### src/swept_box_vs_box_collision_macros.svh
// -----------------------------------------------------------------------------
// Swept box collision assertion macros
// Shared assertion forms for the collision block, clocked on i_clk and
// disabled while i_rst_n is low.
// -----------------------------------------------------------------------------
`ifndef SWEPT_BOX_VS_BOX_COLLISION_MACROS_SVH
`define SWEPT_BOX_VS_BOX_COLLISION_MACROS_SVH

// Same-cycle implication.
`define SBC_ASSERT_IMP(label, ante, cons) \
    label: assert property (@(posedge i_clk) disable iff (!i_rst_n) (ante) |-> (cons)) \
        else $error("sbc assertion failed");

// Next-cycle implication.
`define SBC_ASSERT_NEXT(label, ante, cons) \
    label: assert property (@(posedge i_clk) disable iff (!i_rst_n) (ante) |=> (cons)) \
        else $error("sbc assertion failed");

`endif

### src/sbc_pkg.sv
// -----------------------------------------------------------------------------
// Swept box collision package
// Shared types, register codes and arithmetic helpers.
// -----------------------------------------------------------------------------
package sbc_pkg;

    localparam int DIV_STAGES = 9;
    localparam int QDEPTH     = 2;

    localparam logic [1:0] REG_MOVER_W  = 2'd0;
    localparam logic [1:0] REG_MOVER_H  = 2'd1;
    localparam logic [1:0] REG_TARGET_W = 2'd2;
    localparam logic [1:0] REG_TARGET_H = 2'd3;

    typedef struct packed {
        logic [19:0] mover_w;
        logic [19:0] mover_h;
        logic [19:0] target_w;
        logic [19:0] target_h;
    } t_cfg;

    typedef struct packed {
        logic signed [23:0] old_x;
        logic signed [23:0] old_y;
        logic signed [23:0] new_x;
        logic signed [23:0] new_y;
        logic signed [23:0] vel_x;
        logic signed [23:0] vel_y;
        logic signed [23:0] tgt_x;
        logic signed [23:0] tgt_y;
        logic signed [24:0] dx;
        logic signed [24:0] dy;
        logic               ok_x;
        logic               ok_y;
        logic [23:0]        num_x;
        logic [23:0]        den_x;
        logic [23:0]        num_y;
        logic [23:0]        den_y;
    } t_job;

    // One restoring step: returns {quotient bit, new remainder}.
    function automatic logic [24:0] div_step(input logic [23:0] rem, input logic [23:0] den);
        logic [24:0] t;
        logic [24:0] d;
        t = {rem, 1'b0};
        d = {1'b0, den};
        if (t >= d) begin
            t = t - d;
            return {1'b1, t[23:0]};
        end
        return {1'b0, t[23:0]};
    endfunction

    // Signed divide by 256 with truncation toward zero.
    function automatic logic signed [26:0] tdiv256(input logic signed [34:0] v);
        logic signed [34:0] t;
        t = v + (v[34] ? 35'sd255 : 35'sd0);
        return t[34:8];
    endfunction

    function automatic logic signed [23:0] sat24(input logic signed [27:0] v);
        if (v > 28'sd8388607) begin
            return 24'sh7FFFFF;
        end
        if (v < -28'sd8388608) begin
            return 24'sh800000;
        end
        return v[23:0];
    endfunction

    function automatic logic signed [23:0] neg_sat(input logic signed [23:0] v);
        if (v == 24'sh800000) begin
            return 24'sh7FFFFF;
        end
        return -v;
    endfunction

endpackage

### src/sbc_cfg.sv
// -----------------------------------------------------------------------------
// Swept box collision register file
// APB-style access to the four box size registers.
// -----------------------------------------------------------------------------
module sbc_cfg (
    input  logic          i_clk,
    input  logic          i_rst_n,
    input  logic          psel,
    input  logic          penable,
    input  logic          pwrite,
    input  logic [3:0]    paddr,
    input  logic [31:0]   pwdata,
    output logic [31:0]   prdata,
    output logic          pready,
    output sbc_pkg::t_cfg o_cfg
);
    import sbc_pkg::*;

    t_cfg r_cfg;
    logic w_wr;

    assign pready = 1'b1;
    assign w_wr   = psel && penable && pwrite;
    assign o_cfg  = r_cfg;

    always_ff @(posedge i_clk) begin
        if (!i_rst_n) begin
            r_cfg.mover_w  <= 20'd4096;
            r_cfg.mover_h  <= 20'd4096;
            r_cfg.target_w <= 20'd16384;
            r_cfg.target_h <= 20'd8192;
        end else if (w_wr) begin
            case (paddr[3:2])
                REG_MOVER_W:  r_cfg.mover_w  <= pwdata[19:0];
                REG_MOVER_H:  r_cfg.mover_h  <= pwdata[19:0];
                REG_TARGET_W: r_cfg.target_w <= pwdata[19:0];
                REG_TARGET_H: r_cfg.target_h <= pwdata[19:0];
                default: ;
            endcase
        end
    end

    always_comb begin
        case (paddr[3:2])
            REG_MOVER_W:  prdata = {12'd0, r_cfg.mover_w};
            REG_MOVER_H:  prdata = {12'd0, r_cfg.mover_h};
            REG_TARGET_W: prdata = {12'd0, r_cfg.target_w};
            REG_TARGET_H: prdata = {12'd0, r_cfg.target_h};
            default:      prdata = 32'd0;
        endcase
    end
endmodule

### config.mk
export PLATFORM = sky130hd
export DESIGN_NAME = sbc_cfg
export DESIGN_NICKNAME = d
export VERILOG_FILES = /design/src/swept_box_vs_box_collision_macros.svh /design/src/sbc_pkg.sv /design/src/sbc_cfg.sv
export SDC_FILE = /design/constraint.sdc
export NUM_CORES = 1
export LEC_CHECK = 0
export ABC_AREA = 0
export BUFFER_PORTS_ARGS = -buffer_cell sky130_fd_sc_hd__buf_2
export CAP_MARGIN = 15
export CORE_ASPECT_RATIO = 0.8
export CORE_UTILIZATION = 51
export DETAILED_ROUTE_END_ITERATION = 10
export GPL_TIMING_DRIVEN = 0
export PLACE_DENSITY = 0.84
export SETUP_SLACK_MARGIN = 0.2
export SLEW_MARGIN = 25
export SYNTH_ARGS = -nofsm -noshare
export SYNTH_HDL_FRONTEND = slang
export SYNTH_SLANG_ARGS = --single-unit
### constraint.sdc
create_clock -name i_clk -period 1.5 [get_ports i_clk]
set_input_delay 0.075 -clock i_clk [delete_from_list [all_inputs] [get_ports i_clk]]
set_output_delay 0.075 -clock i_clk [all_outputs]
set_load 0.01 [all_outputs]
* Word-level counts from Yosys, hierarchy flattened
Index checks and enable logic that the tools add are counted.
** Word-level totals
- Bits in registers :: 80
- Input port bits :: 41
- Output and inout port bits :: 113
- Word-level logic and storage cells :: 15
** Cells by class
- Equal/unequal tests :: 3
- Multiplexer cells :: 1
- Reductions and logical operators :: 7
** Operator list (number)
- one-hot mux 32 bit (4 select lines) :: 1
- AND reduction 2 bit :: 4
- equality test 2 bit, second input constant :: 2
- equality test 2 x 1 -> 1 bit, second input constant :: 1
- logical AND 1 bit :: 2
- zero test 2 bit :: 1

* Depth between registers and ports, before layout
- Depth after elaboration :: 3
- Depth in mapped cells :: 5
- Mapped depth without buffers :: 3

* Worst setup path before layout
No wires, ideal clock.
- Kind :: input-to-output
- Start point :: input port paddr[3]
- End point :: output port prdata[15]
- Arrival time :: 0.988 ns
- Required time :: 1.425 ns
- Path slack :: 0.437 ns
- Stages on the path :: 3
- Path buffers :: 2
- Path through :: buf_2 > buf_2 > mux4_2
** On the way
- Longest elaborated chain between the ends :: 2
- Elaborated cells between the ends (all ways) :: 5
- Those cells by class :: eq/ne (3); mux (1); reduce/logical (1)
** Ends and longest elaborated chain
- from (decl) :: line sbc_cfg.sv:11 : input logic [3:0] paddr,
- equality test 2 bit, or another cell as far along :: line sbc_cfg.sv:44 : case (paddr[3:2])
- one-hot mux 32 bit (4 select lines) * :: line sbc_cfg.sv:44
- to (decl) :: line sbc_cfg.sv:13 : output logic [31:0] prdata,
Mark *: on every way between the ends. The rest lies on a longest branch, timed or not. The select of a mux whose other input is x is not followed.

* Worst setup path after layout
- Start point :: register r_cfg (netlist bit o_cfg[36])
- End point :: output port prdata[16]
** On the way
- Longest elaborated chain between the ends :: 1
** Ends and longest elaborated chain
- from (decl) :: line sbc_cfg.sv:19 : t_cfg r_cfg;
- one-hot mux 32 bit (4 select lines) :: line sbc_cfg.sv:44
No other way between the ends. The select of a mux whose other input is x is not followed.

==> flow_summary.json <==
{
  "status": "finished, final reports clean",
  "path_max_fanout": 2,
  "worst_slew_pin_slew_ps": 699.4,
  "fmax_ghz": 0.7085,
  "clk_latency_ps": 350,
  "grt_pass1_wl_um": 16420,
  "hold_viol": 0,
  "drv_cap": 0,
  "max_slew_margin_pct": 53.37,
  "crit_chain": "mux4_2 -> buf_6",
  "seq_area_frac_synth_pct": 45.01,
  "die_h_um": 76.71,
  "clockBufferDepth": 2,
  "critPathKind": "reg2out",
  "clkPwrFrac_pct": 41.9,
  "worst_clock_skew_ps": 0,
  "gp_congestion": 0.8195,
  "viasPerCell": 5.391,
  "ir_drop_uv": 610.5,
  "yosys_warnings": 0,
  "rows": 26,
  "p_leak_nw": 2.551,
  "layout_common_cells": "buf_2, nand2_1, mux2i_1",
  "required_ps": 1420,
  "core_region_area_mm2": 0.006571,
  "final_core_util_pct": 76.81,
  "path_clk_slew_ps": 80,
  "hpwl_um": 6970,
  "cts.sinks": 80,
  "critPathBufInv": 1,
  "cellInternalPower_mw": 3.453,
  "pwr-share-seq_pct": 48.3,
  "pin_count": 154,
  "p_total_mw": 4.495,
  "finalMaxSlewViolations": 0,
  "comb_power_share_pct": 9.8,
  "finalCritPeriodShare_pct": 94.09,
  "rsz0062_at_grt": "yes",
  "grt_usage_pct": 30.50,
  "avgSynthCellArea_um2": 10.75,
  "area_growth_pct": 41.84,
  "antenna_found_initial": 0,
  "grt_max_degree": 14,
  "post_drt_wl_per_cell_um": 18.25,
  "hp-class": "in2reg",
  "detail-route-antenna-nets": 0,
  "drc": 0,
  "first_pass_iters": 5,
  "cts_made_buffers": 9,
  "cts_max_level": 3,
  "ys_ff_latch": 80,
  "slowest_delay_ps": 490,
  "p_sw_mw": 1.041,
  "layout_min_cycle_time_ps": 1411,
  "setup_viol": 0,
  "fin_tns_setup_ps": 0,
  "cp_slowest_cell": "mux4_2",
  "crit_path_end_kind": "output port",
  "cts_root_buffer": "clkbuf_8",
  "cp.arrival_ps": 1340,
  "vias": 3256,
  "start_util_pct": 54.15,
  "largest_register_ff_count": 80,
  "grt_pass1_vias": 3249,
  "swShare_pct": 23.17,
  "port_buffers": 123,
  "layout.nets": 556,
  "layout-drive-gt1-share_pct": 54.81,
  "wl_um": 11020,
  "final_common_cell": "buf_2",
  "power_density_mw_per_mm2": 890.5,
  "antenna_cells": 0,
  "dr.first_iter.drc_count": 160,
  "worst_hold_slack_ps": 44.97,
  "overflow": 0,
  "synth_cells": 331,
  "cpLargestDelayFamily": "multiplexers",
  "syn-cell-area_mm2": 0.003558,
  "die_w_um": 95.39,
  "synth.distinct_cells": 18,
  "cp-start-kind": "register",
  "die-area_mm2": 0.007317,
  "cts_tree": "done"
}
[stage by stage]
| step | std cells | instance area (um2) | setup WS (ps) |
|---|---|---|---|
| 6_report | 604 | 5047 | 88.66 |
| 5_1_grt | 604 | 5047 | 68.13 |
| 4_1_cts | 600 | 4987 | 115.8 |
| 3_5_place_dp | 549 | 4320 | 145.8 |
| 3_3_place_gp | 549 | 4320 | 150.3 |
| 2_1_floorplan | 342 | 3600 | 436.5 |
[area by class of cell]
| type | count | area [um2] |
|---|---|---|
| buffer | 38 | 234.0 |
| clock inverter | 5 | 105.1 |
| clock buffer | 11 | 131.4 |
| timing repair buffer | 162 | 1028 |
| sequential | 80 | 1679 |
| multi-input combinational | 224 | 1764 |
| tap | 84 | 105.1 |
| fill | 451 | 1524 |
[power by group through the flow]
stage          sequential [mW]  combinational, mW  clock [mW]
2_1_floorplan             2.23              0.236           0
3_3_place_gp              2.22              0.376           0
3_5_place_dp              2.22              0.384           0
4_1_cts                   2.17              0.424        1.89
5_1_grt                   2.17              0.471        2.00
6_report                  2.17              0.439        1.89
[final timing paths]
path / end / depth (start not counted) / startpoint / slack, ps
worst max-delay path: prdata[16] / 2 / o_cfg[36] / 90
worst min-delay path: o_cfg[30] / 3 / pwdata[10] / 40
worst max register to register: o_cfg[58] / 3 / o_cfg[58] / 680
worst min register to register: o_cfg[48] / 2 / o_cfg[48] / 460
[cells in the mapped netlist]
cell       n  share of area, %
nand2_1   96                10
dfxtp_1   80                45
mux2i_1   80                23
buf_4     20               4.2
mux4_2    20                13
clkbuf_1   9              0.95
buf_2      7              0.98
nor2b_1    7               1.2
conb_1     2              0.21
nand3_1    2              0.28
and3_1     1              0.18
buf_1      1              0.11
buf_6      1              0.32
nand3b_1   1              0.21
nor3_1     1              0.14
nor3b_1    1              0.21
nor3b_2    1              0.35
or3_4      1              0.32
[worst register-to-register path, delay by kind of cell (launching register included)]
kind,cells,cell delay [ps]
buffers and inverters,1,110
flip-flops,1,340
multiplexers,1,210
AND/OR/NAND/NOR,1,70
[layer usage]
metal	routed length, um	vias to the layer above	global-route usage (%)
met5	0	-	0
met4	152	0	10.45
met3	713	15	8.631
li1	-	1475	-
met1	4523	1606	37.26
met2	5634	160	51.14
[logic make-up after synthesis]
family / share of synthesized area, %
flip-flops: 45.01
buffers and inverters: 6.575
multiplexers: 35.16
other: 0.2110
AND/OR/NAND/NOR: 13.05
[what timing repair did]
item                       CTS  global route
hold endpoints to repair     4             0
gates resized for setup     60            20
buffers inserted            32             4
setup endpoints to repair   20            20
hold buffers                 3             0
(Power assumes the default switching activity.)
