File: src/swept_box_vs_box_collision_macros.svh
// -----------------------------------------------------------------------------
// Swept box collision assertion macros
// Shared assertion forms for the collision block, clocked on i_clk and
// disabled while i_rst_n is low.
// -----------------------------------------------------------------------------
`ifndef SWEPT_BOX_VS_BOX_COLLISION_MACROS_SVH
`define SWEPT_BOX_VS_BOX_COLLISION_MACROS_SVH

// Same-cycle implication.
`define SBC_ASSERT_IMP(label, ante, cons) \
    label: assert property (@(posedge i_clk) disable iff (!i_rst_n) (ante) |-> (cons)) \
        else $error("sbc assertion failed");

// Next-cycle implication.
`define SBC_ASSERT_NEXT(label, ante, cons) \
    label: assert property (@(posedge i_clk) disable iff (!i_rst_n) (ante) |=> (cons)) \
        else $error("sbc assertion failed");

`endif

File: src/sbc_pkg.sv
// -----------------------------------------------------------------------------
// Swept box collision package
// Shared types, register codes and arithmetic helpers.
// -----------------------------------------------------------------------------
package sbc_pkg;

    localparam int DIV_STAGES = 9;
    localparam int QDEPTH     = 2;

    localparam logic [1:0] REG_MOVER_W  = 2'd0;
    localparam logic [1:0] REG_MOVER_H  = 2'd1;
    localparam logic [1:0] REG_TARGET_W = 2'd2;
    localparam logic [1:0] REG_TARGET_H = 2'd3;

    typedef struct packed {
        logic [19:0] mover_w;
        logic [19:0] mover_h;
        logic [19:0] target_w;
        logic [19:0] target_h;
    } t_cfg;

    typedef struct packed {
        logic signed [23:0] old_x;
        logic signed [23:0] old_y;
        logic signed [23:0] new_x;
        logic signed [23:0] new_y;
        logic signed [23:0] vel_x;
        logic signed [23:0] vel_y;
        logic signed [23:0] tgt_x;
        logic signed [23:0] tgt_y;
        logic signed [24:0] dx;
        logic signed [24:0] dy;
        logic               ok_x;
        logic               ok_y;
        logic [23:0]        num_x;
        logic [23:0]        den_x;
        logic [23:0]        num_y;
        logic [23:0]        den_y;
    } t_job;

    // One restoring step: returns {quotient bit, new remainder}.
    function automatic logic [24:0] div_step(input logic [23:0] rem, input logic [23:0] den);
        logic [24:0] t;
        logic [24:0] d;
        t = {rem, 1'b0};
        d = {1'b0, den};
        if (t >= d) begin
            t = t - d;
            return {1'b1, t[23:0]};
        end
        return {1'b0, t[23:0]};
    endfunction

    // Signed divide by 256 with truncation toward zero.
    function automatic logic signed [26:0] tdiv256(input logic signed [34:0] v);
        logic signed [34:0] t;
        t = v + (v[34] ? 35'sd255 : 35'sd0);
        return t[34:8];
    endfunction

    function automatic logic signed [23:0] sat24(input logic signed [27:0] v);
        if (v > 28'sd8388607) begin
            return 24'sh7FFFFF;
        end
        if (v < -28'sd8388608) begin
            return 24'sh800000;
        end
        return v[23:0];
    endfunction

    function automatic logic signed [23:0] neg_sat(input logic signed [23:0] v);
        if (v == 24'sh800000) begin
            return 24'sh7FFFFF;
        end
        return -v;
    endfunction

endpackage

File: src/sbc_front.sv
// -----------------------------------------------------------------------------
// Swept box collision front end
// Accepts input transfers and classifies both axes for the divider.
// -----------------------------------------------------------------------------
module sbc_front (
    input  logic               i_valid,
    input  logic               i_full,
    input  logic signed [23:0] i_old_x,
    input  logic signed [23:0] i_old_y,
    input  logic signed [23:0] i_new_x,
    input  logic signed [23:0] i_new_y,
    input  logic signed [23:0] i_vel_x,
    input  logic signed [23:0] i_vel_y,
    input  logic signed [23:0] i_target_x,
    input  logic signed [23:0] i_target_y,
    input  sbc_pkg::t_cfg      i_cfg,
    output logic               o_stall,
    output logic               o_push,
    output sbc_pkg::t_job      o_job
);
    import sbc_pkg::*;

    logic signed [24:0] w_dx, w_dy;
    logic signed [26:0] w_plane_x, w_plane_y, w_num_x, w_num_y;
    logic        [26:0] w_nm_x, w_nm_y;
    logic        [24:0] w_dm_x, w_dm_y;

    assign o_stall = i_full;
    assign o_push  = i_valid && !i_full;

    always_comb begin
        w_dx = 25'(i_new_x) - 25'(i_old_x);
        w_dy = 25'(i_new_y) - 25'(i_old_y);
        w_plane_x = (i_vel_x > 24'sd0)
            ? 27'(i_target_x) - $signed({7'd0, i_cfg.mover_w})
            : 27'(i_target_x) + $signed({7'd0, i_cfg.target_w});
        w_plane_y = (i_vel_y > 24'sd0)
            ? 27'(i_target_y) - $signed({7'd0, i_cfg.mover_h})
            : 27'(i_target_y) + $signed({7'd0, i_cfg.target_h});
        w_num_x = w_plane_x - 27'(i_old_x);
        w_num_y = w_plane_y - 27'(i_old_y);
        w_nm_x  = w_num_x[26] ? 27'(-w_num_x) : 27'(w_num_x);
        w_nm_y  = w_num_y[26] ? 27'(-w_num_y) : 27'(w_num_y);
        w_dm_x  = w_dx[24] ? 25'(-w_dx) : 25'(w_dx);
        w_dm_y  = w_dy[24] ? 25'(-w_dy) : 25'(w_dy);

        o_job.old_x = i_old_x;
        o_job.old_y = i_old_y;
        o_job.new_x = i_new_x;
        o_job.new_y = i_new_y;
        o_job.vel_x = i_vel_x;
        o_job.vel_y = i_vel_y;
        o_job.tgt_x = i_target_x;
        o_job.tgt_y = i_target_y;
        o_job.dx    = w_dx;
        o_job.dy    = w_dy;
        // An axis takes part only when it moves, the entry plane lies ahead
        // and no farther than the full move.
        o_job.ok_x  = (w_dx != 25'sd0)
            && !(w_num_x != 27'sd0 && (w_num_x[26] != w_dx[24]))
            && (w_nm_x <= {2'd0, w_dm_x});
        o_job.ok_y  = (w_dy != 25'sd0)
            && !(w_num_y != 27'sd0 && (w_num_y[26] != w_dy[24]))
            && (w_nm_y <= {2'd0, w_dm_y});
        o_job.num_x = w_nm_x[23:0];
        o_job.den_x = w_dm_x[23:0];
        o_job.num_y = w_nm_y[23:0];
        o_job.den_y = w_dm_y[23:0];
    end
endmodule

File: config.mk
export PLATFORM = sky130hd
export DESIGN_NAME = sbc_front
export DESIGN_NICKNAME = d
export VERILOG_FILES = /design/src/swept_box_vs_box_collision_macros.svh /design/src/sbc_pkg.sv /design/src/sbc_front.sv
export SDC_FILE = /design/constraint.sdc
export NUM_CORES = 1
export LEC_CHECK = 0
export BUFFER_PORTS_ARGS = -buffer_cell sky130_fd_sc_hd__buf_2
export CAP_MARGIN = 20
export CORE_AREA = 2 2 239 241
export DETAILED_ROUTE_END_ITERATION = 10
export DIE_AREA = 0 0 241 243
export PLACE_DENSITY_LB_ADDON = 0.05
export SLEW_MARGIN = 20
export SYNTH_ARGS = -nofsm -noshare
export SYNTH_HDL_FRONTEND = slang
export SYNTH_SLANG_ARGS = --single-unit
File: constraint.sdc
create_clock -name vclk -period 13.55
set_input_delay 2.71 -clock vclk [all_inputs]
set_output_delay 2.71 -clock vclk [all_outputs]
set_load 0.05 [all_outputs]
* After elaboration in Yosys (flattened, before gate mapping)
Index checks and enable logic that the tools add are counted.
** Cells by class
- Add/subtract/negate cells :: 12
- Multiply operators :: 0
- Divide/modulo/power cells :: 0
- Order comparisons :: 4
- Equality and inequality tests :: 2
- Shifts and indexed selects :: 0
- Muxes and demuxes :: 6
- Bitwise gates (word level) :: 0
- Reductions and logical operators :: 14
** Operators with widths (count)
- $mux 27 :: 4
- $le 27x25->1 :: 2
- $neg 27->27 :: 2
- $reduce_bool 27->1 :: 2
- $sub 27x24->27 :: 2
- $add 24x21->25 :: 2
- $mux 25 :: 2
- $neg 25->25 :: 2
- $reduce_bool 25->1 :: 2
- $sub 24x21->25 :: 2
- $sub 24x24->25 :: 2
- $gt 24x1->1 const B :: 2
- $logic_and 1x1->1 :: 7
- $logic_not 1->1 :: 3
- $ne 1x1->1 :: 2
** Storage, ports and cells
- Register bits :: 0
- Latch bits :: 0
- Memory bits (writable) :: 0
- Memory bits (read-only) :: 0
- Bits of input ports :: 274
- Output and inout port bits :: 342
- Logic and storage cells :: 38
- Memories :: 0

* Longest topological paths before layout
- Depth in word-level cells :: 8
- Mapped depth :: 44

* Least setup slack after synthesis
No wires, ideal clock.
- Path type :: in2out
- Start point :: input port i_vel_y[11]
- End point :: output port o_job[96] (netlist bit)
- Arrival time :: 11.574 ns
- Data required time :: 10.840 ns
- Path slack :: -0.734 ns
- Stages :: 40
- Path buffers :: 3
- Cell sequence :: nor4_1 -> nand4_1 -> o21bai_1 -> clkbuf_1 -> nand2_1 -> o21ai_0 -> ha_1 -> a21oi_1 -> a21boi_1 -> o21ai_0 -> nand2b_1 -> a21o_1 -> o31ai_1 -> o21ai_0 -> o31a_1 -> nor4_1 -> o21ai_0 -> xnor2_1 -> [4 not listed] -> o41a_1 -> o21bai_1 -> nand2_1 -> a21oi_1 -> clkbuf_1 -> buf_2 -> a21oi_1 -> xnor2_1 -> ha_1 -> a21oi_1 -> nor2b_1 -> o21ai_0 -> nand2b_1 -> a21oi_1 -> nor2b_1 -> o21ai_0 -> a31oi_1 -> a221oi_1
** RTL lines
- start, declared :: RTL line sbc_front.sv:13 : input logic signed [23:0] i_vel_y,
- end, declared :: RTL line sbc_front.sv:19 : output sbc_pkg::t_job o_job

==> out/qor.csv <==
stage,metric,value,unit
setup_path,kind of capture point of the worst setup path,primary output,
floorplanning,die area,0.0586,sq mm
sta,Final Hold Violating Endpoints,0,
setup_path,endpoint arrival time on the critical path,10.34,ns
setup_path,longest individual stage delay on the worst path,0.51,ns
synthesis,synthesized instance count,2016,
setup_path,Setup Crit Path Kind,input pin to primary output,
setup_path,highest-delay cell along the critical path,or4b_4,
floorplanning,core outline area,0.0560,sq mm
clock_network,hold_buf cts,0,
grt,aggregate global routing overflow,0,
sta,crit path time final,13.05,ns
placement,instance area at placement,0.0174,sq mm
grt,pin count of the biggest net entering global routing,39,
floorplanning,Initial Util,24.8,%
final_layout,number of fillers in the final layout,6279,
setup_path,source of the critical timing path,i_vel_x[17],
power,peak supply drop,0.000161,V
floorplanning,site row count,87,
final_layout,proportion of layout cells with a drive suffix above 1,34.4,%
final_layout,Syn-to-layout area delta,28.5,%
hold_path,worst hold path cell count,2,
detailed_routing,Post-Route WL,57.7,mm
power,Lkg Pwr,8.98,nW
placement,global placement routability congestion,0.871,
synthesis,yosys warns,0,
detailed_routing,average detailed-routed wire length per instance,17.5,um
detailed_routing,Detailed Route Iter0 Violations,406,
detailed_routing,remaining routing DRC violations,0,
final_layout,final instance area,0.0178,sq mm
sta,achievable frequency,76.6,MHz
detailed_routing,length of the first detailed-routing pass in iterations,5,
placement,buffers added on ports,616,
setup_path,CP startpoint kind,input pin,
detailed_routing,Final ANT Viol Nets,0,
detailed_routing,routed via count,15685,
setup_path,largest fanout of any net on the critical path,6,
sta,final-layout worst hold slack,5.72,ns
setup_path,worst path required time,10.84,ns
status,run status,"finished, final reports clean",
synthesis,average size of a mapped cell,6.89,sq um
floorplanning,io pins,616,
synthesis,leading post-synthesis cells by cell area,"ha_1 18%, buf_4 11%, xnor2_1 9.2%",
grt,via count of the first global-routing pass,15742,
grt,number of antenna violations at the first check in global routing,3,
synthesis,dominant cell type by area after synthesis,ha_1,
sta,setup repair after global routing missed its margin,yes,
placement,DP HPWL,52.7,mm
grt,global-route wire length before repair,85.6,mm
sta,post-route fraction of the period consumed by the critical path,96.3,%
synthesis,Syn Std Cell Area,0.0139,sq mm
hold_path,worst min-delay path class,input pin to primary output,
synthesis,area share of the largest cell type after synthesis,18.5,%
hold_path,Worst Hold Launch,i_old_y[13],
synthesis,count of cell types in the netlist,100,
job,number of violations of the max-capacitance limit,0,
sta,number of endpoints failing setup at the final stage,0,
final_layout,Total Nets Final,3029,
floorplanning,Die Span Y,243,um
synthesis,syn nets,2501,
final_layout,Reg area,0,sq um
floorplanning,Horiz. Die Dim,241,um
grt,gr usage total,18.4,%
sta,TNS Setup,0,ns
sta,tightest slew margin relative to the limit,44.3,%
final_layout,total number of sequential cells,0,
final_layout,final core area utilization,31.9,%
final_layout,clk_buf instances,0,
synthesis,"Seq/Total Area, Yosys",0,%
power,Pwr Density,192,mW/mm^2
sta,final max-slew violation count,0,
detailed_routing,average via count per standard cell,4.75,
sta,actual transition at the worst max-transition pin,0.827,ns
hold_path,destination of the worst hold path,o_job[305],
-- cell type report --
| type | count | area, sq um | area share, % |
|---|---|---|---|
| diodes | 1 | 2.50 | 0.0140 |
| inverters | 170 | 638 | 3.58 |
| multi-input cells | 1607 | 12000 | 67.1 |
| well taps | 756 | 946 | 5.30 |
| repair buffers | 765 | 4280 | 24.0 |
-- layer usage --
| layer | vias to the layer above | part of all wire, % | track usage (%) |
|---|---|---|---|
| li1 | 8051 | - | - |
| met1 | 7212 | 38 | 19.5 |
| met2 | 362 | 56 | 38.4 |
| met3 | 56 | 3.9 | 1.54 |
| met4 | 4 | 2.4 | 3.72 |
| met5 | - | 0.047 | 0 |
-- worst max path at each step --
stage / to / slack, ns / cells after the start
5_1_grt: o_job[96] / -0.03 / 44
3_5_place_dp: o_job[97] / -0.16 / 40
3_3_place_gp: o_job[97] / -0.06 / 41
4_1_cts: o_job[97] / 0.003 / 41
6_report: o_job[97] / 0.50 / 37
2_1_floorplan: o_job[97] / 0.06 / 36
-- cells in the mapped netlist (all sizes together) (11+ instances only) --
master and count:
a211oi 17, a21o 60, a21oi 146, a31oi 26
and3 22, buf 204, clkbuf 35, ha 205
inv 170, nand2 153, nand2b 17, nand3 41
nand4 27, nor2 141, nor2b 31, nor3 53
nor3b 11, nor4 25, o211ai 12, o21a 47
o21ai 125, o21bai 15, o31ai 22, or2 11
or3 15, xnor2 148, xor2 91
-- cells in the final DEF (no fill, tap or decap), drive strengths merged, types with 60 or more instances in the layout --
cell type,count
o21ai,125
ha,205
buf,764
nor2,141
a21oi,146
inv,170
xor2,91
a21o,60
nand2,153
xnor2,148
-- stage by stage --
| stage | setup WS [ns] | power [mW] | std cells |
|---|---|---|---|
| after detailed placement | -0.157 | 3.37 | 3283 |
| after global placement | -0.0616 | 3.37 | 3283 |
| after CTS | 0.00254 | 3.38 | 3283 |
| after floorplan | 0.0571 | 2.32 | 2016 |
| final | 0.496 | 3.42 | 3299 |
| after global routing | -0.0334 | 3.69 | 3298 |
-- report_power, final --
part | total (mW) | switching, mW | internal, mW
clock | 0.00000000990 | 0 | 0.00000000989
sequential | 0 | 0 | 0
combinational | 3.41 | 2.25 | 1.17
total | 3.41 | 2.25 | 1.17
-- critical path: cells and delay by family --
family	cells	cell delay [ns]
adders and majority gates	3	0.93
muxes	1	0.37
and+or+nand+nor	11	2.46
xor gates and xnor gates	2	0.28
buffers and inverters	5	0.78
AOI/OAI and AO/OA	15	2.83
-- cell families (layout without fill, tap and decap cells) --
| family | after synthesis | in the layout | synth area share, % |
|---|---|---|---|
| AOI/OAI and AO/OA | 561 | 561 | 26.9 |
| xor gates and xnor gates | 239 | 239 | 15.2 |
| adders and majority gates | 211 | 211 | 19.3 |
| buffers and inverters | 409 | 935 | 16.5 |
| muxes | 6 | 6 | 0.460 |
| other | 0 | 1 | 0 |
| and+or+nand+nor | 590 | 590 | 21.7 |
-- timing repair --
action / 4_1_cts / 5_1_grt
resized for setup: 4 / 83
setup buffers: 0 / 14
hold endpoints to repair: 0 / 0
endpoints found under the setup margin: 1 / 2
pin swaps: 0 / 38
cloned: 0 / 1
No activity file was read; power rests on OpenSTA's default activity.
