File: src/swept_box_vs_box_collision_macros.svh
// -----------------------------------------------------------------------------
// Swept box collision assertion macros
// Shared assertion forms for the collision block, clocked on i_clk and
// disabled while i_rst_n is low.
// -----------------------------------------------------------------------------
`ifndef SWEPT_BOX_VS_BOX_COLLISION_MACROS_SVH
`define SWEPT_BOX_VS_BOX_COLLISION_MACROS_SVH

// Same-cycle implication.
`define SBC_ASSERT_IMP(label, ante, cons) \
    label: assert property (@(posedge i_clk) disable iff (!i_rst_n) (ante) |-> (cons)) \
        else $error("sbc assertion failed");

// Next-cycle implication.
`define SBC_ASSERT_NEXT(label, ante, cons) \
    label: assert property (@(posedge i_clk) disable iff (!i_rst_n) (ante) |=> (cons)) \
        else $error("sbc assertion failed");

`endif

File: src/sbc_pkg.sv
// -----------------------------------------------------------------------------
// Swept box collision package
// Shared types, register codes and arithmetic helpers.
// -----------------------------------------------------------------------------
package sbc_pkg;

    localparam int DIV_STAGES = 9;
    localparam int QDEPTH     = 2;

    localparam logic [1:0] REG_MOVER_W  = 2'd0;
    localparam logic [1:0] REG_MOVER_H  = 2'd1;
    localparam logic [1:0] REG_TARGET_W = 2'd2;
    localparam logic [1:0] REG_TARGET_H = 2'd3;

    typedef struct packed {
        logic [19:0] mover_w;
        logic [19:0] mover_h;
        logic [19:0] target_w;
        logic [19:0] target_h;
    } t_cfg;

    typedef struct packed {
        logic signed [23:0] old_x;
        logic signed [23:0] old_y;
        logic signed [23:0] new_x;
        logic signed [23:0] new_y;
        logic signed [23:0] vel_x;
        logic signed [23:0] vel_y;
        logic signed [23:0] tgt_x;
        logic signed [23:0] tgt_y;
        logic signed [24:0] dx;
        logic signed [24:0] dy;
        logic               ok_x;
        logic               ok_y;
        logic [23:0]        num_x;
        logic [23:0]        den_x;
        logic [23:0]        num_y;
        logic [23:0]        den_y;
    } t_job;

    // One restoring step: returns {quotient bit, new remainder}.
    function automatic logic [24:0] div_step(input logic [23:0] rem, input logic [23:0] den);
        logic [24:0] t;
        logic [24:0] d;
        t = {rem, 1'b0};
        d = {1'b0, den};
        if (t >= d) begin
            t = t - d;
            return {1'b1, t[23:0]};
        end
        return {1'b0, t[23:0]};
    endfunction

    // Signed divide by 256 with truncation toward zero.
    function automatic logic signed [26:0] tdiv256(input logic signed [34:0] v);
        logic signed [34:0] t;
        t = v + (v[34] ? 35'sd255 : 35'sd0);
        return t[34:8];
    endfunction

    function automatic logic signed [23:0] sat24(input logic signed [27:0] v);
        if (v > 28'sd8388607) begin
            return 24'sh7FFFFF;
        end
        if (v < -28'sd8388608) begin
            return 24'sh800000;
        end
        return v[23:0];
    endfunction

    function automatic logic signed [23:0] neg_sat(input logic signed [23:0] v);
        if (v == 24'sh800000) begin
            return 24'sh7FFFFF;
        end
        return -v;
    endfunction

endpackage

File: src/sbc_queue.sv
// -----------------------------------------------------------------------------
// Swept box collision job queue
// Two-entry queue between the front end and the back end.
// -----------------------------------------------------------------------------
`include "swept_box_vs_box_collision_macros.svh"

module sbc_queue (
    input  logic          i_clk,
    input  logic          i_rst_n,
    input  logic          i_push,
    input  sbc_pkg::t_job i_job,
    input  logic          i_pop,
    output logic          o_full,
    output logic          o_empty,
    output sbc_pkg::t_job o_job
);
    import sbc_pkg::*;

    t_job       r_mem [QDEPTH];
    logic       r_wr, r_rd;
    logic [1:0] r_count;
    logic       w_push, w_pop;

    assign o_full  = (r_count == 2'(QDEPTH));
    assign o_empty = (r_count == 2'd0);
    assign o_job   = r_mem[r_rd];
    assign w_push  = i_push && !o_full;
    assign w_pop   = i_pop && !o_empty;

    always_ff @(posedge i_clk) begin
        if (w_push) begin
            r_mem[r_wr] <= i_job;
        end
    end

    always_ff @(posedge i_clk) begin
        if (!i_rst_n) begin
            r_wr    <= 1'b0;
            r_rd    <= 1'b0;
            r_count <= 2'd0;
        end else begin
            if (w_push) begin
                r_wr <= ~r_wr;
            end
            if (w_pop) begin
                r_rd <= ~r_rd;
            end
            r_count <= r_count + 2'(w_push) - 2'(w_pop);
        end
    end

    `SBC_ASSERT_IMP(a_count_bound, 1'b1, r_count <= 2'(QDEPTH))
    `SBC_ASSERT_NEXT(a_push_counts, w_push && !w_pop, !o_empty)
endmodule

File: config.mk
export PLATFORM = sky130hd
export DESIGN_NAME = sbc_queue
export DESIGN_NICKNAME = d
export VERILOG_FILES = /design/src/sbc_pkg.sv /design/src/sbc_queue.sv
export VERILOG_INCLUDE_DIRS = /design/src /design/src/src
export SDC_FILE = /design/constraint.sdc
export NUM_CORES = 1
export LEC_CHECK = 0
export BUFFER_PORTS_ARGS = -buffer_cell sky130_fd_sc_hd__buf_2
export CORE_AREA = 2 2 268 270
export CTS_CLUSTER_SIZE = 8
export DETAILED_ROUTE_END_ITERATION = 7
export DIE_AREA = 0 0 270 272
export PLACE_DENSITY = 0.68
export SLEW_MARGIN = 15
export SYNTH_ARGS = -nofsm -noshare
export SYNTH_HDL_FRONTEND = slang
export SYNTH_SLANG_ARGS = --single-unit
File: constraint.sdc
create_clock -name i_clk -period 25.1 [get_ports i_clk]
set_clock_uncertainty 0.05 [all_clocks]
set_input_delay 3.765 -clock i_clk [delete_from_list [all_inputs] [get_ports i_clk]]
set_output_delay 3.765 -clock i_clk [all_outputs]
set_load 0.02 [all_outputs]
; Word level (Yosys, flattened, before mapping)
; Memory sizes are Yosys's and may differ from the RTL's. A register that Yosys moved wholly into a read port is not among the register bits.
; Cells that the tools add are included.
[word_totals]
memories = 1
word_cells = 18
ff_bits = 4
mem_bits_rw = 680
[mem_list]
columns = memory, depth, width, rd, rd_clocked_by_memory_dff, wr, line_no
row1 = r_mem, 2, 340, 1, 1, 1, sbc_queue.sv:19  ; t_job r_mem [QDEPTH];
[classes]
bitwise_logic = 2
reduce_logical = 5
add_sub_neg = 2
eq_ne = 1
n_mux = 4
[ops]
columns = cell, n
row1 = $mux W1, 4
row2 = $add A2 B1 Y2, 1
row3 = $eq A2 B2 Y1 const B, 1
row4 = $logic_and A1 B1 Y1, 2
row5 = $logic_not A1 Y1, 2
row6 = $logic_not A2 Y1, 1
row7 = $not A1 Y1, 2
row8 = $sub A2 B1 Y2, 1

; Logic depth before layout (Yosys ltp)
; Gate-level depths: netlist of the first run.
[logic_depth]
depth_word = 5
mapped_depth = 8

; Worst setup path before layout of the first run
; No wires, ideal clock.
[synth_timing]
kind = input -> register
from = input port i_push
to = memory r_mem[0][0] (netlist bit), enable pin
t_arrival_ns = 17.931
path_stages = 2
path_buffers = 0
setup_time_ns = 1.048
setup_slack_ns = 6.070
cell_sequence = nand2_1 nor2_1
[synth_between]
elab_chain_len = 3
[synth_rtl]
columns = item, line_no
row1 = start: declaration, sbc_queue.sv:10  ; input logic i_push,
row2 = $logic_and A1 B1 Y1, sbc_queue.sv:27  ; assign w_push = i_push && !o_full;
row3 = $mux W1, sbc_queue.sv:31  ; if (w_push) begin
row4 = $mux W1 (implied by the code), sbc_queue.sv:32  ; r_mem[r_wr] <= i_job;
row5 = end: declaration, sbc_queue.sv:19
; No other way between the ends.

==> results of run 1 <==
[state kept, by name, indices dropped and copies added, names as in the netlist, named ones only]
register	cells
r_mem	680
r_count	2
r_rd	1
r_wr	1
[worst paths after layout]
| path | slack [ns] | endpoint | from |
|---|---|---|---|
| worst max-delay path | 17.41 | o_job[102] | flip-flop |
| worst min register to register | 0.47 | r_rd | r_rd |
| worst max register to register | 21.29 | r_mem[0][188] | r_count[0] |
| worst min-delay path | 0.47 | r_rd | r_rd |
[power by group through the flow]
stage               combinational (mW)  clock [mW]  sequential [mW]
detailed placement                1.15           0             1.56
global route                      1.19        1.22             1.55
global placement                  1.14           0             1.55
CTS                               1.15        1.17             1.54
finish                            1.14        1.14             1.54
floorplan                        0.880           0             1.63
[tightest hold or removal path, stage by stage, from the launching register on]
cell,delay [ns]
dfxtp_1,0.32
xnor2_1,0.09
nor2_1,0.08
[per-stage QoR]
| step | total power [mW] | instances |
|---|---|---|
| 2_1_floorplan | 2.51 | 1085 |
| 3_3_place_gp | 2.69 | 2694 |
| 3_5_place_dp | 2.70 | 2694 |
| 4_1_cts | 3.86 | 2809 |
| 5_1_grt | 3.96 | 2824 |
| 6_report | 3.81 | 2825 |
[cells by family after synthesis]
group	Yosys count	synth area share
muxes	341	0.189
buffers and inverters	41	0.0267
xor gates and xnor gates	2	0.000666
and+or+nand+nor	13	0.00238
adders and majority gates	2	0.000951
DFF	685	0.780
AOI/OAI and AO/OA	1	0.000286
[layout by cell type (no fill, tap or decap)]
cell / Yosys / routed
buf_2: 4 / 685
dfxtp_1: 5 / 4
xnor2_1: 1 / 1
inv_16: 0 / 1
bufinv_16: 0 / 1
clkinv_2: 0 / 1
clkbuf_16: 0 / 97
mux2i_1: 1 / 1
mux2_4: 300 / 300
and2_1: 2 / 2
dfxtp_4: 0 / 1
mux2_2: 40 / 40
nor3_1: 1 / 1
buf_12: 33 / 2
nor2_1: 5 / 4
clkinv_1: 0 / 1
nand2_1: 2 / 2
inv_1: 3 / 3
clkinv_16: 0 / 3
o21a_1: 1 / 1
edfxtp_1: 680 / 680
clkinv_8: 0 / 1
nand2b_1: 2 / 2
ha_1: 2 / 2
xor2_1: 1 / 1
buf_4: 0 / 10
nor2_4: 0 / 1
and3_4: 0 / 1
diode_2: 0 / 16
clkbuf_1: 0 / 10
[routing by layer]
| layer | track usage | wire, µm | vias to the layer above | share of wire |
|---|---|---|---|---|
| li1 | - | - | 5826 | - |
| met1 | 0.162 | 21600 | 6537 | 0.37 |
| met2 | 0.258 | 29800 | 517 | 0.51 |
| met3 | 0.0445 | 4200 | 150 | 0.072 |
| met4 | 0.0885 | 2580 | 8 | 0.044 |
| met5 | 0 | 43 | - | 0.00074 |
[cell type report]
cell class	count	area, µm²	area share
antenna	16	40.0	0.00121
clock buffer	107	2460	0.0746
clock inverter	8	165	0.00500
inverter	3	11.3	0.000341
multi-input combinational	359	5090	0.154
sequential	685	20500	0.621
tap	950	1190	0.0360
timing repair buffer	697	3540	0.107
==> impl_metrics.csv, run 1 <==
group,metric,value,unit
status,status,"complete, no violations",
setup_path,cp.buffers_inverters,3,
yosys,synth-edff-count,680,
power_and_ir_drop,irDropWorstVdd,0.0813,mV
clock_network,cts_resized,0,
setup_path,cp.required,21.29,ns
yosys,synth.avg_cell_area,24.2,µm²
place,dp_worst_setup_slack,17.97,ns
setup_path,cp_max_fo,58,
setup_path,cp.arrival,3.88,ns
timing,fin_setup_tns,0,ns
route,wl,58200,µm
yosys,synth_top_area_frac,0.776,
timing,max_slew.worst_pin.slew,1.29,ns
power_and_ir_drop,p_per_area,115,nW/µm²
setup_path,slowest_stage,"buf_4",
yosys,synth_area,26300,µm²
yosys,yosysSeqAreaShare,0.780,
clock_network,hold_buffers,0,
clock_network,cts.sinks,685,
route,viasPerCell,4.62,
cells_and_area,layout-drive-gt1-share,0.615,
yosys,yosysTopAreaCell,"edfxtp_1",
route,avgRoutedWirePerCell,20.6,µm
timing,worst_slack,17.41,ns
timing,finalCritPeriodShare,0.306,
setup_path,critPathMostFrequentCell,"buf_4",
clock_network,cts_tree,"built",
setup_path,cp.depth,4,
setup_path,cpPeakStageDelay,0.97,ns
hold_path,min_delay_path_depth,2,
power_and_ir_drop,clock_power_share,0.299,
yosys,yosysWarnings,0,
timing,clock.fmax,0.130,GHz
place,routabilityCongestion,0.862,
power_and_ir_drop,p_comb_frac,0.298,
floorplan,core,70800,µm²
route,vias,13000,
clock_network,post_cts_buffers,0,
timing,slew_violations,0,
cells_and_area,fin_area,33000,µm²
clock_network,clockBufferDepth,3,
floorplan,rows,98,
yosys,ys_types,19,
clock_network,clk_latency,0.62,ns
power_and_ir_drop,switching_power,1.16,mW
cells_and_area,nets,2188,
place,place_hpwl,39600,µm
setup_path,path_delay_family,"buffers and inverters",
grt,antenna_found_initial,20,
floorplan,start_util,0.372,
yosys,synthFlopType,"edfxtp_1",
floorplan,ioPinCount,686,
timing,hold_violations,0,
route,drtAntennaViolNets,0,
setup_path,crit_chain,"buf_4 -> buf_4 -> mux2_4 -> buf_2",
grt,grt_max_degree,171,
floorplan,die_x,270,µm
yosys,yosysMostFrequentCell,"edfxtp_1",
clock_network,clk_pin_slew,0.05,ns
route,post-route-drc-count,0,
clock_network,numCtsBuffers,96,
grt,grt_use_total,0.149,
grt,grt_overflow,0,
clock_network,htree_levels,3,
setup_path,cp-start-kind,"flip-flop",
cells_and_area,synthToLayoutAreaGrowth,25.6,%
yosys,netlist_top_cells_count,"edfxtp_1 (680), mux2_4 (300), mux2_2 (40)",
route,drt-initial-drc-count,764,
cells_and_area,utilization,0.467,
power_and_ir_drop,swShare,0.303,
power_and_ir_drop,internal-power,2.66,mW
setup_path,worstSetupPathType,"reg -> out",
power_and_ir_drop,p_seq_frac,0.403,
timing,slew_headroom,0.139,
floorplan,fp.dieArea,73400,µm²
yosys,synth_cells,1085,
yosys,async_reset_ff_frac,0,
power_and_ir_drop,p_leak,12.8,nW
grt,grt_pass1_vias,13900,
clock_network,clk_root_buffer_cell,"clkbuf_16",
place,dpl-instance-area,30400,µm²
grt,grt_pass1_wl,82500,µm
timing,setup_viol,0,
floorplan,die_y,272,µm
hold_path,min_path_type,"reg -> reg",
yosys,synth_nets,1431,
place,place.port_buffers,685,
timing,fin_crit,7.69,ns
yosys,synth.area.top_cells,"edfxtp_1 (78%), mux2_4 (17%), buf_12 (2.5%)",
cells_and_area,fill_cells,5980,
run,cap_violations,0,
yosys,synth_seq_cells,685,
setup_path,cp-end-kind,"primary output",
timing,hold_ws,0.466,ns
timing,rsz0062_at_grt,"no",
setup_path,r2r_cells,5,
route,first_pass_iters,5,
Note: power is estimated with default switching activity, not from simulation.
==> run 2, diff against run 1 <==
--- a/config.mk
+++ b/config.mk
@@ -6,6 +6,7 @@
 export SDC_FILE = /design/constraint.sdc
 export NUM_CORES = 1
 export LEC_CHECK = 0
+export ABC_AREA = 1
 export BUFFER_PORTS_ARGS = -buffer_cell sky130_fd_sc_hd__buf_2
 export CORE_AREA = 2 2 268 270
 export CTS_CLUSTER_SIZE = 8
==> constraint.sdc (replaced) <==
create_clock -name i_clk -period 7.6 [get_ports i_clk]
set_clock_uncertainty 0.05 [all_clocks]
set_input_delay 1.14 -clock i_clk [delete_from_list [all_inputs] [get_ports i_clk]]
set_output_delay 1.14 -clock i_clk [all_outputs]
set_load 0.02 [all_outputs]
==> run 2 against run 1 <==
  * Clock-buffer cell count up 13
  * Global-route usage up 0.29 points
  * Register-to-register slack worse by 16 ns
  * Utilization up 0.064 points
  * Routed wire length up 1.4%
  * Synthesized cell count up 1.0%
  * Non-clock buffer count down 4
  * Largest cell class unchanged
  * Largest power group unchanged
==> impl_metrics.csv, run 2 <==
group,metric,value,unit
status,status,"complete, no violations",
grt,grt_use_total,0.152,
cells_and_area,utilization,0.467,
cells_and_area,multiInputGateArea,5080,µm²
clock_network,cts.sinks,685,
yosys,synth_area,26300,µm²
yosys,synth-edff-count,680,
cells_and_area,final_cells,2839,
place,routabilityCongestion,0.903,
setup_path,cp-start-kind,"flip-flop",
floorplan,fp.dieArea,73400,µm²
setup_path,r2r_cells,5,
cells_and_area,synthToLayoutAreaGrowth,25.7,%
floorplan,core,70800,µm²
clock_network,hold_buffers,0,
timing,hold_ws,0.473,ns
route,wl,59000,µm
floorplan,die_x,270,µm
yosys,ys_types,13,
power_and_ir_drop,irDropWorstVdd,0.223,mV
cells_and_area,fin_area,33100,µm²
floorplan,rows,98,
power_and_ir_drop,clock_power_share,0.315,
floorplan,ioPinCount,686,
timing,slew_violations,0,
cells_and_area,largest_reg_flops,680,
route,first_pass_iters,7,
timing,fin_crit,4.20,ns
route,top_layer,"met5",
yosys,synth_cells,1096,
cells_and_area,final_cell_mix,"buf_2 (685), edfxtp_1 (680), mux2_4 (300)",
power_and_ir_drop,switching_power,3.45,mW
setup_path,cp_max_fo,117,
grt,grt_overflow,0,
cells_and_area,layout-drive-gt1-share,0.607,
yosys,yosysWarnings,0,
route,drt-initial-drc-count,771,
setup_path,worstSetupPathType,"reg -> out",
timing,finalCritPeriodShare,0.553,
hold_path,min_path_type,"reg -> reg",
cells_and_area,fill_cells,5982,
yosys,synth.area.top_cells,"edfxtp_1 (78%), mux2_4 (17%), buf_12 (2.5%)",
route,met3_length,3660,µm
setup_path,reg2reg_to,"r_mem[0][336]",
grt,grt_pass1_wl,83800,µm
setup_path,cp.arrival,3.01,ns
floorplan,die_y,272,µm
power_and_ir_drop,p_seq_frac,0.421,
yosys,synth_seq_cells,685,
clock_network,clk_pin_slew,0.05,ns
route,drtAntennaViolNets,0,
timing,setup_viol,0,
power_and_ir_drop,internal-power,8.45,mW
route,wl_met1,21600,µm
place,place.port_buffers,685,
setup_path,r2r-start,"r_count[0]",
grt,grt_max_degree,165,
setup_path,cp-end-kind,"primary output",
yosys,synth_top_area_frac,0.776,
route,routed-wl-met2,31300,µm
clock_network,clk_root_buffer_cell,"clkbuf_16",
route,post-route-drc-count,0,
clock_network,post_cts_buffers,0,
timing,clock.fmax,0.238,GHz
setup_path,cp.required,6.41,ns
grt,grt_pass1_vias,13900,
place,dpl-instance-area,30400,µm²
timing,max_slew.worst_pin.slew,1.26,ns
setup_path,rrSetupSlack,4.82,ns
cells_and_area,reg_top3,"r_mem: 680 flops, r_count: 2 flops",
route,vias,13100,
power_and_ir_drop,swShare,0.290,
clock_network,htree_levels,3,
grt,antenna_found_initial,15,
floorplan,start_util,0.372,
cells_and_area,final_common_cell,"buf_2",
yosys,synth_nets,1442,
place,place_hpwl,40800,µm
route,avgRoutedWirePerCell,20.8,µm
power_and_ir_drop,p_leak,12.8,nW
yosys,netlist_top_cells_count,"edfxtp_1 (680), mux2_4 (300), mux2_2 (40)",
clock_network,clk_latency,0.63,ns
cells_and_area,nets,2194,
run,cap_violations,0,
cells_and_area,regMostFlops,"r_mem",
yosys,async_reset_ff_frac,0,
clock_network,clockBufferDepth,3,
power_and_ir_drop,p_per_area,360,nW/µm²
power_and_ir_drop,p_comb_frac,0.264,
cells_and_area,register_area,20500,µm²
yosys,yosysSeqAreaShare,0.780,
yosys,synthFlopType,"edfxtp_1",
route,viasPerCell,4.60,
yosys,yosysTopAreaCell,"edfxtp_1",
timing,slew_headroom,0.157,
timing,rsz0062_at_grt,"no",
setup_path,critPathCapture,"o_job[283]",
clock_network,cts_resized,0,
yosys,yosysMostFrequentCell,"edfxtp_1",
clock_network,numCtsBuffers,95,
timing,fin_setup_tns,0,ns
timing,hold_violations,0,
place,dp.cells,2701,
clock_network,cts_tree,"built",
yosys,synth.avg_cell_area,24.0,µm²
hold_path,min_delay_path_depth,2,
==> run 2: kinds of logic after synthesis <==
| kind of cell | count (synthesis) | share of synthesized area |
|---|---|---|
| AOI/OAI and AO/OA | 2 | 0.000380 |
| adders and majority gates | 2 | 0.000951 |
| buffers and inverters | 47 | 0.0276 |
| DFF | 685 | 0.780 |
| muxes | 340 | 0.188 |
| and+or+nand+nor | 20 | 0.00300 |
==> run 2: worst max-delay path: stages (launching register included) <==
cell,delay (ns)
dfxtp_4,0.95
buf_12,0.60
mux2_4,0.36
buf_2,0.16
==> run 2: metrics by stage <==
| stage | setup WS (ns) | power, mW |
|---|---|---|
| after global placement | 4.05 | 8.18 |
| after global routing | 3.26 | 12.3 |
| final | 3.40 | 11.9 |
| after floorplan | 0.799 | 7.49 |
| after CTS | 3.33 | 12.0 |
| after detailed placement | 4.04 | 8.24 |
==> run 2: routing by layer <==
| layer | vias up | GRT usage |
|---|---|---|
| met3 | 135 | 0.0415 |
| met5 | - | 0 |
| met1 | 6556 | 0.166 |
| met4 | 4 | 0.0772 |
| li1 | 5856 | - |
| met2 | 504 | 0.271 |
==> run 2: power groups by stage <==
stage | combinational, mW | sequential (mW) | clock [mW]
3_5_place_dp | 3.17 | 5.07 | 0
6_report | 3.14 | 5.01 | 3.75
5_1_grt | 3.30 | 5.04 | 4.01
3_3_place_gp | 3.14 | 5.04 | 0
4_1_cts | 3.18 | 5.01 | 3.86
2_1_floorplan | 2.42 | 5.07 | 0
==> run 2: layout make-up <==
class | instances | area share
Clock buffer | 120 | 0.0763
Clock inverter | 5 | 0.00382
Timing Repair Buffer | 693 | 0.108
Antenna cell | 13 | 0.000984
Multi-Input combinational cell | 364 | 0.153
Tap cell | 950 | 0.0359
Sequential cell | 685 | 0.621
Inverter | 9 | 0.00113
==> run 2: worst min path at each step <==
stage | start | end | slack (ns)
after floorplan | r_rd | flip-flop | 0.42
after global placement | r_rd | r_rd | 0.43
after detailed placement | r_rd | flip-flop | 0.45
after CTS | r_rd | flip-flop | 0.47
after global routing | r_rd | flip-flop | 0.53
final | r_rd | flip-flop | 0.47
==> run 3, diff against run 2 <==
==> constraint.sdc (replaced) <==
create_clock -name i_clk -period 4.25 [get_ports i_clk]
set_clock_uncertainty 0.05 [all_clocks]
set_input_delay 0.6375 -clock i_clk [delete_from_list [all_inputs] [get_ports i_clk]]
set_output_delay 0.6375 -clock i_clk [all_outputs]
set_load 0.02 [all_outputs]
==> run 3 against run 2 <==
  * Routed wire length rose by 4.2%
  * Largest cell class unchanged
  * Flip-flop and latch count stayed put
  * Critical path type unchanged
  * Cell count rose by 0.60%
==> impl_metrics.csv, run 3 (synthesized netlist as in run 2, its figures left out) <==
group,metric,value,unit
setup_path,r2r-start,"r_count[0]",
route,first_pass_iters,5,
power_and_ir_drop,p_per_area,642,nW/µm²
setup_path,cpPeakStageDelay,0.70,ns
route,drt-initial-drc-count,770,
status,status,"complete, no violations",
timing,finalCritPeriodShare,0.747,
setup_path,cp_max_fo,32,
timing,worst_slack,1.07,ns
clock_network,cts_tree,"built",
floorplan,ioPinCount,686,
timing,fin_crit,3.18,ns
route,wl,61500,µm
floorplan,die_x,270,µm
cells_and_area,fill_cells,5964,
cells_and_area,multiInputGateArea,5100,µm²
setup_path,crit_chain,"buf_12 -> buf_12 -> mux2_4 -> buf_2",
cells_and_area,final_cell_mix,"buf_2 (685), edfxtp_1 (680), mux2_4 (300)",
floorplan,rows,98,
hold_path,min_from,"i_job[55]",
setup_path,cp.required,3.56,ns
clock_network,clk_latency,0.60,ns
run,cap_violations,0,
timing,hold_violations,0,
timing,setup_viol,0,
timing,clock.fmax,0.315,GHz
setup_path,cp.arrival,2.49,ns
clock_network,htree_levels,3,
clock_network,clk_root_buffer_cell,"clkbuf_16",
cells_and_area,layout-drive-gt1-share,0.618,
grt,grt_pass1_wl,88100,µm
floorplan,start_util,0.372,
clock_network,clk_pin_slew,0.05,ns
timing,max_slew.worst_pin.slew,0.770,ns
clock_network,post_cts_buffers,0,
floorplan,die_y,272,µm
timing,slew_violations,0,
grt,grt_pass1_vias,14300,
cells_and_area,synthToLayoutAreaGrowth,26.8,%
cells_and_area,regMostFlops,"r_mem",
cells_and_area,reg_top3,"r_mem: 680 flops, r_count: 2 flops",
place,routabilityCongestion,0.856,
route,avgRoutedWirePerCell,21.5,µm
clock_network,clockBufferDepth,3,
place,place.port_buffers,685,
grt,antenna_found_initial,19,
setup_path,slowest_stage,"dfxtp_4",
place,dp_worst_setup_slack,1.63,ns
clock_network,cts_resized,0,
route,post-route-drc-count,0,
floorplan,core,70800,µm²
setup_path,cp-end-kind,"primary output",
clock_network,numCtsBuffers,96,
hold_path,min_path_type,"in -> reg",
timing,rsz0062_at_grt,"no",
setup_path,cp-start-kind,"flip-flop",
clock_network,cts.sinks,685,
floorplan,fp.dieArea,73400,µm²
power_and_ir_drop,p_leak,13.0,nW
power_and_ir_drop,irDropWorstVdd,0.437,mV
clock_network,hold_buffers,0,
setup_path,critPathMostFrequentCell,"buf_12",
cells_and_area,utilization,0.472,
timing,slew_headroom,0.487,
grt,grt_max_degree,117,
cells_and_area,largest_reg_flops,680,
power_and_ir_drop,power,21.4,mW
cells_and_area,nets,2225,
route,viasPerCell,4.64,
cells_and_area,register_area,20500,µm²
place,place_hpwl,43700,µm
route,vias,13200,
route,drtAntennaViolNets,0,
grt,grt_overflow,0,
grt,grt_use_total,0.160,
cells_and_area,final_common_cell,"buf_2",
setup_path,worstSetupPathType,"reg -> out",
run 3: cell count changes in the layout (fill, tap and decap cells not counted), sizes merged:
cell and change:
clkinv +1, clkbuf -12, inv +1, buf +30
diode -3
run 3: path summary, 6_finish.rpt:
check	cells past startpoint	slack (ns)	end
setup reg to reg	6	1.87	r_mem[1][259]
hold / removal	1	0.14	r_mem[0][55]
hold reg to reg	2	0.45	r_rd
setup / recovery	4	1.07	o_job[108]
run 3: per-stage QoR:
stage / cell area (µm²) / hold WS, ns / cells / setup TNS [ns]
floorplan: 26400 / 0.417 / 1096 / -1339.38
detailed placement: 30700 / 0.444 / 2731 / 0
global placement: 30700 / 0.439 / 2731 / 0
global route: 33400 / 0.0971 / 2856 / 0
CTS: 33300 / 0.0863 / 2846 / 0
finish: 33400 / 0.140 / 2856 / 0
run 3: power by group:
group / internal [mW] / leakage (nW) / switching, mW
Clock: 4.08 / 1.27 / 2.64
Sequential: 8.59 / 6.39 / 0.285
Combinational: 2.47 / 5.34 / 3.36
run 3: worst max-delay path: cells and delay by family (launching register included):
kind	cells	cell delay, ns
buffers and inverters	3	0.75
multiplexers	1	0.33
flip-flops	1	0.70
run 3: final cells by class:
type,count,share of cell area
Clock buffer,108,0.0746
Antenna cell,10,0.000750
Tap cell,950,0.0356
Multi-Input combinational cell,364,0.153
Timing Repair Buffer,723,0.116
Clock inverter,7,0.00394
Sequential cell,685,0.615
Inverter,9,0.00113
run 3: routing by layer:
metal	vias to the layer above	wire (µm)	GRT usage
met5	-	99	0
met4	14	2210	0.0728
met3	135	4470	0.0502
met2	522	32200	0.282
met1	6658	22500	0.176
li1	5913	-	-
